<file path="config.mk">
export PLATFORM = sky130hd
export DESIGN_NAME = srms_alu
export DESIGN_NICKNAME = d
export VERILOG_FILES = /design/src/rtl/srms_pkg.sv /design/src/rtl/srms_alu.sv
export SDC_FILE = /design/constraint.sdc
export NUM_CORES = 1
export LEC_CHECK = 0
export BUFFER_PORTS_ARGS = -buffer_cell sky130_fd_sc_hd__buf_2
export CORE_MARGIN = 10
export CORE_UTILIZATION = 38
export DETAILED_ROUTE_END_ITERATION = 8
export SLEW_MARGIN = 20
export SYNTH_ARGS = -nofsm -noshare
export SYNTH_HDL_FRONTEND = slang
export SYNTH_SLANG_ARGS = --single-unit
export TNS_END_PERCENT = 50
</file>
<file path="constraint.sdc">
create_clock -name vclk -period 15.3
set_clock_uncertainty 0.05 [all_clocks]
set_input_delay 3.06 -clock vclk [all_inputs]
set_output_delay 3.06 -clock vclk [all_outputs]
set_load 0.01 [all_outputs]
</file>
<file path="src/rtl/srms_pkg.sv">
// Package with the shared types, constants and codes of the sliding RMS envelope follower.
package srms_pkg;

  localparam int SAMPLE_W   = 16;
  localparam int COEFF_W    = 16;
  localparam int ENV_W      = 16;
  localparam int WINDOW_MAX = 1024;
  localparam int POS_W      = $clog2(WINDOW_MAX);
  localparam int LEN_W      = POS_W + 1;
  localparam int SQ_W       = 2 * (SAMPLE_W - 1) + 1;
  localparam int SUM_W      = SQ_W + POS_W;
  localparam int MEAN_W     = SQ_W;
  localparam int RAD_W      = 2 * SAMPLE_W;
  localparam int ROOT_W     = SAMPLE_W;
  localparam int REM_W      = ROOT_W + 1;
  localparam int MUL_W      = SAMPLE_W + 2;
  localparam int PROD_W     = 2 * MUL_W;
  localparam int SCL_W      = ENV_W + 1;
  localparam int DIV_STEPS  = SUM_W;
  localparam int SQRT_STEPS = RAD_W / 2;
  localparam int CNT_W      = $clog2(DIV_STEPS);

  localparam int CFG_IDX_W  = 2;
  localparam int CFG_DATA_W = 16;

  localparam logic [CFG_IDX_W-1:0] CFG_ATTACK  = CFG_IDX_W'(0);
  localparam logic [CFG_IDX_W-1:0] CFG_RELEASE = CFG_IDX_W'(1);
  localparam logic [CFG_IDX_W-1:0] CFG_WINLEN  = CFG_IDX_W'(2);

  localparam logic [LEN_W-1:0]  LEN_RESET = LEN_W'(WINDOW_MAX);
  localparam logic [SUM_W-1:0]  MEAN_MAX  = SUM_W'(1) << (2 * (SAMPLE_W - 1));

  typedef enum logic {
    ALU_SUB,
    ALU_ADD
  } alu_op_e;

  typedef enum logic [2:0] {
    ST_IDLE,
    ST_SQUARE,
    ST_ACCUM,
    ST_DIV,
    ST_MEAN,
    ST_SQRT,
    ST_SCALE,
    ST_FOLLOW
  } state_e;

  typedef struct packed {
    alu_op_e                  op;
    logic [SUM_W-1:0]         a;
    logic [SUM_W-1:0]         b;
    logic signed [MUL_W-1:0]  ma;
    logic signed [MUL_W-1:0]  mb;
  } alu_req_t;

  typedef struct packed {
    logic [SUM_W-1:0]         res;
    logic                     borrow;
    logic signed [PROD_W-1:0] prod;
  } alu_rsp_t;

endpackage

</file>
<file path="src/rtl/srms_alu.sv">
// Shared arithmetic unit: one wide add/subtract with borrow and one signed multiplier.
module srms_alu (
  input  srms_pkg::alu_req_t req_i,
  output srms_pkg::alu_rsp_t rsp_o
);

  logic [srms_pkg::SUM_W:0] wide;

  // The extra top bit is the borrow of a subtraction.
  always_comb begin
    if (req_i.op == srms_pkg::ALU_ADD) begin
      wide = {1'b0, req_i.a} + {1'b0, req_i.b};
    end else begin
      wide = {1'b0, req_i.a} - {1'b0, req_i.b};
    end
    rsp_o.res    = wide[srms_pkg::SUM_W-1:0];
    rsp_o.borrow = wide[srms_pkg::SUM_W];
    rsp_o.prod   = req_i.ma * req_i.mb;
  end

endmodule

</file>
# Yosys cells after proc, flatten, opt, wreduce, memory -nomap -nowiden
# Cells that the tools add are included.
word_totals:
  wordCells: 4
  out_inout_bits: 78
  in_bits: 119
  register_bits: 0
classes:
  mux: 1
  n_mul: 1
  add_sub_neg: 2
ops:
  columns: ["operator", "n"]
  rows:
  - ["$add A41 B41 Y42", 1]
  - ["$mux W42", 1]
  - ["$sub A41 B41 Y42", 1]
  - ["$mul A18 B18 Y36", 1]

# Logic depth before layout (Yosys ltp)
# Gate-level depths: netlist (run 1).
depth:
  depth_word: 2
  ltp_mapped: 25
  mapped_depth_nobuf: 24

# Worst setup path before layout (run 1)
# OpenSTA, ideal clock, no wires.
synth_timing:
  kind: "input-to-output"
  startpoint: "in req_i[35] (netlist bit)"
  endpoint: "out rsp_o[35] (netlist bit)"
  t_required_ns: 12.190
  cell_stages: 21
  n_path_buf: 1
  slack_ns: 3.242
  t_arrival_ns: 8.948
  cell_sequence: "clkbuf_1 -> nand2_1 -> inv_1 -> fa_1 -> fa_1 -> fa_1 -> fa_1 -> fa_1 -> inv_1 -> fa_1 -> inv_1 -> ha_1 -> a21o_1 -> a21o_1 -> a21oi_1 -> o21ai_0 -> a2111oi_0 -> nor3_1 -> a41oi_1 -> mux2i_1 -> o311ai_1"
synth_lines:
  columns: ["element", "line", "text"]
  rows:
  - ["from (decl)", "srms_alu.sv:3", "input srms_pkg::alu_req_t req_i,"]
  - ["to (decl)", "srms_alu.sv:4", "output srms_pkg::alu_rsp_t rsp_o"]

==> results of run 1 <==
[how the worst max path moves through the flow]
stage | slack (ns) | to | depth (start not counted) | startpoint
after floorplan | 3.24 | rsp_o[35] | 21 | req_i[35]
after global placement | 2.53 | rsp_o[35] | 24 | req_i[34]
after detailed placement | 2.38 | rsp_o[35] | 24 | req_i[34]
after CTS | 2.37 | rsp_o[35] | 24 | req_i[34]
after global routing | 1.99 | rsp_o[35] | 22 | req_i[12]
final | 2.44 | rsp_o[35] | 22 | req_i[17]
[Yosys cell counts, types with 5 or more instances]
cell       number
ha_1          135
fa_1          330
nor2b_1         5
a21oi_1        87
nand4_1         5
and3_1          7
nor4_1          8
inv_1         383
nand3_1        17
a21o_1         38
and2_1        154
o21bai_1       10
nand2_1       201
nor3_1         30
clkbuf_1       51
a211oi_1        8
xor2_1         55
o211ai_1        7
nand2b_1       13
o21a_1          9
o21ai_0        32
xnor2_1        56
a2111oi_0       5
a31oi_1         7
nor2_1         83
[through the flow]
stage               utilization, %  hold slack, ns  cells  area, sq um
floorplan                        -           6.210   1785        15100
finish                       42.39           6.371   2448        16530
detailed placement           42.38           6.370   2447        16530
global placement             42.38           6.370   2447        16530
CTS                          42.38           6.373   2447        16530
global route                 42.39           6.386   2448        16530
[metal layers]
metal  part of all wire, %  vias to the layer above  wire, um
met1                    45                     6138     18170
met3                   4.3                       36      1744
met5                     0                        -         0
li1                      -                     5783         -
met2                    49                      253     19980
met4                   1.5                        0       620
[logic make-up after synthesis]
group	count (synthesis)
and+or+nand+nor	545
adders and majority gates	465
xor gates and xnor gates	111
buffers and inverters	436
muxes	2
AOI/OAI and AO/OA	226
[layout by cell type (no fill, tap or decap), types with 2 or more instances in the layout]
master / instances
a2111oi_0: 5
a211oi_1: 8
a21o_1: 38
a21oi_1: 87
a31oi_1: 7
and2_1: 154
and2_2: 2
and3_1: 7
and4_1: 2
buf_2: 197
fa_1: 330
ha_1: 135
inv_1: 383
nand2_1: 201
nand2b_1: 13
nand3_1: 17
nand4_1: 5
nor2_1: 83
nor2b_1: 5
nor3_1: 30
nor4_1: 8
nor4_4: 2
o211a_1: 3
o211ai_1: 7
o21a_1: 9
o21ai_0: 32
o21bai_1: 10
o22ai_1: 2
o311ai_1: 2
o41ai_1: 2
or3_1: 3
or4_2: 2
xnor2_1: 56
xor2_1: 55
[layout make-up]
class              count  area, sq um
multi-input cells   1349        13460
repair buffers       197        985.9
well taps            518        648.1
diodes                 1        2.502
inverters            383         1438
fillers             3896        22470
==> results.json, run 1 <==
{
  "outcome": "finished clean",
  "min_period_over_period_pct": 84.03,
  "initial_utilization_pct": 38.72,
  "grt.met2_usage_pct": 29.69,
  "yosys-mux-area-fraction_pct": 0.1408,
  "synth.top_cell.area_share_pct": 43.74,
  "wirelength_um": 40510,
  "area_delta_synth_final_pct": 9.468,
  "dieArea_sq_um": 48120,
  "placement_rows": 72,
  "cap_violations": 0,
  "gr-usage-met3_pct": 1.857,
  "setup_violations": 0,
  "hold_buffers": 0,
  "antenna_found_initial": 1,
  "syn_nets": 2369,
  "synth_top_family_by_area": "adder cells",
  "synth_area_sq_um": 15100,
  "max_stage_delay_ns": 0.64,
  "synth_cell_types": 63,
  "critical_path.most_common_cell": "fa_1",
  "period_minus_slack_ns": 12.86,
  "drt_pass1_iterations": 5,
  "grt_pass1_vias": 13160,
  "fin_nets": 2515,
  "met1_usage_pct": 23.11,
  "synthAdderAreaFrac_pct": 54.92,
  "min_delay_path_depth": 3,
  "cp.required_ns": 12.19,
  "hp-class": "in2out",
  "max_freq_ghz": 0.07778,
  "drc_errors": 0,
  "die_y_um": 219.4,
  "tightest_slew_ns": 0.7393,
  "synth_seq_area_share_pct": 0,
  "post-place-ws_ns": 2.378,
  "cp_top_family": "adder cells",
  "maxSlewViolCount": 0,
  "grt_max_degree": 42,
  "io_pins": 197,
  "path_class": "in2out",
  "core_area_sq_um": 39010,
  "crit_path_start_kind": "input port",
  "min_from": "req_i[77]",
  "hold_violations": 0,
  "crit_path_end_kind": "output port",
  "portBuffers": 197,
  "worst_slack_ns": 2.443,
  "cts_setup_buffers": 0,
  "clkbuf_count": 0,
  "top_usage_layer": "met2",
  "yosysWarnings": 0,
  "yosys.area_share.simple_pct": 18.06,
  "ant_nets": 0,
  "ys_top_cells_by_area": "fa_1 44%, ha_1 11%, inv_1 9.5%",
  "grt_usage_pct": 17.17,
  "gp_congestion": 0.9153,
  "die_x_um": 219.4,
  "synth-compound-area-share_pct": 9.559,
  "grt-ovfl-total": 0,
  "n_sequential_cell": 0,
  "critPathSlowestCell": "a211oi_2",
  "path_cells": "buf_2 -> inv_1 -> nor2_1 -> fa_1 -> fa_1 -> fa_1 -> fa_1 -> fa_1 -> inv_1 -> fa_1 -> inv_1 -> ha_1 -> nand2_1 -> o21ai_0 -> o22ai_1 -> a211oi_2 -> a2111oi_0 -> nor3_1 -> a41oi_1 -> mux2i_1 -> o311ai_1 -> buf_2",
  "synth-xor-area-share_pct": 6.436,
  "arrival_ns": 9.75,
  "via_per_inst": 4.988,
  "path_buf_inv": 5,
  "crit_path_max_fanout": 15,
  "vias": 12210,
  "cts_resized": 0,
  "grt_first_pass_wirelength_um": 67610,
  "rsz0062_at_grt": "false",
  "postSynthAreaPerCell_sq_um": 8.462,
  "synth_top_cell_by_area": "fa_1",
  "netlist_instances": 1785,
  "avgRoutedWirePerCell_um": 16.55,
  "drt_iter0_markers": 552,
  "drive_gt1_share_pct": 11.20,
  "slew_headroom_pct": 50.71,
  "final-seq-area_sq_um": 0,
  "dp_hpwl_um": 35420,
  "setup_tns_ns": 0,
  "min_to": "rsp_o[37]"
}
Power of run 1 is left out: the tool's default activity adds up to more than one toggle a clock period on the data nets, which glitch-free logic cannot reach.
==> inputs of run 2 (changes only) <==
==> constraint.sdc (replaced) <==
create_clock -name vclk -period 10.5
set_clock_uncertainty 0.05 [all_clocks]
set_input_delay 2.1 -clock vclk [all_inputs]
set_output_delay 2.1 -clock vclk [all_outputs]
set_load 0.01 [all_outputs]
==> run 2 against run 1 <==
Compared with the run above: utilization is 2.2 points higher; wire length grew 4.5%; global-route usage increased by 0.64 points; critical path depth is 3 higher; design area is 5.2% higher; sequential cell count is the same; cell count increased by 4.2%; hold slack worse by 1.9 ns; highest routed layer unchanged.
==> results.json, run 2 (same netlist as run 1, synthesis figures left out) <==
{
  "setup_violations": 0,
  "final_util_pct": 44.61,
  "period_minus_slack_ns": 10.19,
  "crit_path_max_fanout": 12,
  "dp_hpwl_um": 38040,
  "cts_setup_buffers": 0,
  "die_y_um": 219.4,
  "final-seq-area_sq_um": 0,
  "vias": 12560,
  "clkbuf_count": 0,
  "hold_violations": 0,
  "cp.required_ns": 8.35,
  "grt_first_pass_wirelength_um": 70010,
  "layout_commonest_cell": "inv_1",
  "max_freq_ghz": 0.09816,
  "io_pins": 197,
  "grt_max_degree": 42,
  "crit_path_start_kind": "input port",
  "crit_path_end_kind": "output port",
  "die_x_um": 219.4,
  "drive_gt1_share_pct": 16.29,
  "antenna_found_initial": 2,
  "min_period_over_period_pct": 97.02,
  "dieArea_sq_um": 48120,
  "placement_rows": 72,
  "drt_iter0_markers": 536,
  "stdcell_area_sq_um": 17400,
  "crit_path_start": "req_i[26]",
  "hp-class": "in2out",
  "ant_nets": 0,
  "initial_utilization_pct": 38.72,
  "wirelength_um": 42330,
  "final_cell_mix": "383 x inv_1, 330 x fa_1, 201 x nand2_1",
  "grt_pass1_vias": 13650,
  "post_dp_cell_area_sq_um": 17320,
  "drt_pass1_iterations": 5,
  "core_area_sq_um": 39010,
  "setup_tns_ns": 0,
  "path_class": "in2out",
  "hold_buffers": 0,
  "worstSetupEndpoint": "rsp_o[35]",
  "whs_ns": 4.458,
  "fin_nets": 2618,
  "area_delta_synth_final_pct": 15.21,
  "tightest_slew_ns": 0.7111,
  "avgRoutedWirePerCell_um": 16.59,
  "fillers": 3935,
  "arrival_ns": 8.04,
  "cap_violations": 0,
  "maxSlewViolCount": 0,
  "via_per_inst": 4.924,
  "outcome": "finished clean",
  "rsz0062_at_grt": "false",
  "gp_congestion": 0.9010,
  "portBuffers": 197,
  "grt_usage_pct": 17.81,
  "slew_headroom_pct": 52.59,
  "n_sequential_cell": 0,
  "grt-ovfl-total": 0,
  "drc_errors": 0
}
[run 2: final cells by class]
cell class	count	area, sq um	share of cell area [%]
diodes	1	2.502	0.01438
inverters	383	1438	8.261
multi-input cells	1349	13520	77.72
well taps	518	648.1	3.724
repair buffers	300	1789	10.28
[run 2: per-stage QoR]
stage / instances / setup WS, ns
global route: 2551 / 0.009963
global placement: 2550 / -0.09807
finish: 2551 / 0.3125
floorplan: 1785 / 0.3620
detailed placement: 2550 / -0.1222
CTS: 2550 / 0.01518
[run 2: worst max-delay path, cell delays in order]
cell and delay [ns]:
buf_2 0.19, and2_1 0.21, fa_1 0.53, inv_1 0.05, fa_1 0.46, fa_1 0.52
inv_1 0.06, fa_1 0.50, fa_1 0.49, inv_1 0.05, fa_1 0.47, inv_1 0.04
ha_1 0.32, a21oi_1 0.29, nand2_1 0.08, nor2_1 0.16, a211oi_2 0.09, buf_4 0.18
a2111oi_2 0.36, buf_4 0.17, nor3_2 0.05, a41oi_2 0.20, mux2i_1 0.20, o311ai_1 0.11
buf_2 0.16
[run 2: worst min-delay path by stage]
stage	from	endpoint	slack, ns	depth (start not counted)
6_report	req_i[77]	rsp_o[37]	4.46	3
5_1_grt	req_i[77]	rsp_o[37]	4.49	3
4_1_cts	req_i[77]	rsp_o[37]	4.46	3
3_5_place_dp	req_i[77]	rsp_o[37]	4.46	3
3_3_place_gp	req_i[77]	rsp_o[37]	4.45	3
2_1_floorplan	req_i[77]	rsp_o[37]	4.29	1
[run 2: repair_timing]
action                                  4_1_cts  5_1_grt
gates resized for setup                       4       20
pin swaps                                     0        7
endpoints found under the setup margin        2        8
[run 2: routing by layer]
metal | track usage, % | vias to the layer above | share of wire, %
met5 | 0 | - | 0
met4 | 2.367 | 0 | 1.5
met3 | 1.926 | 36 | 4.1
met2 | 31.76 | 231 | 51
met1 | 23.24 | 6315 | 43
li1 | - | 5979 | -
Power of run 2 is left out for the same reason.
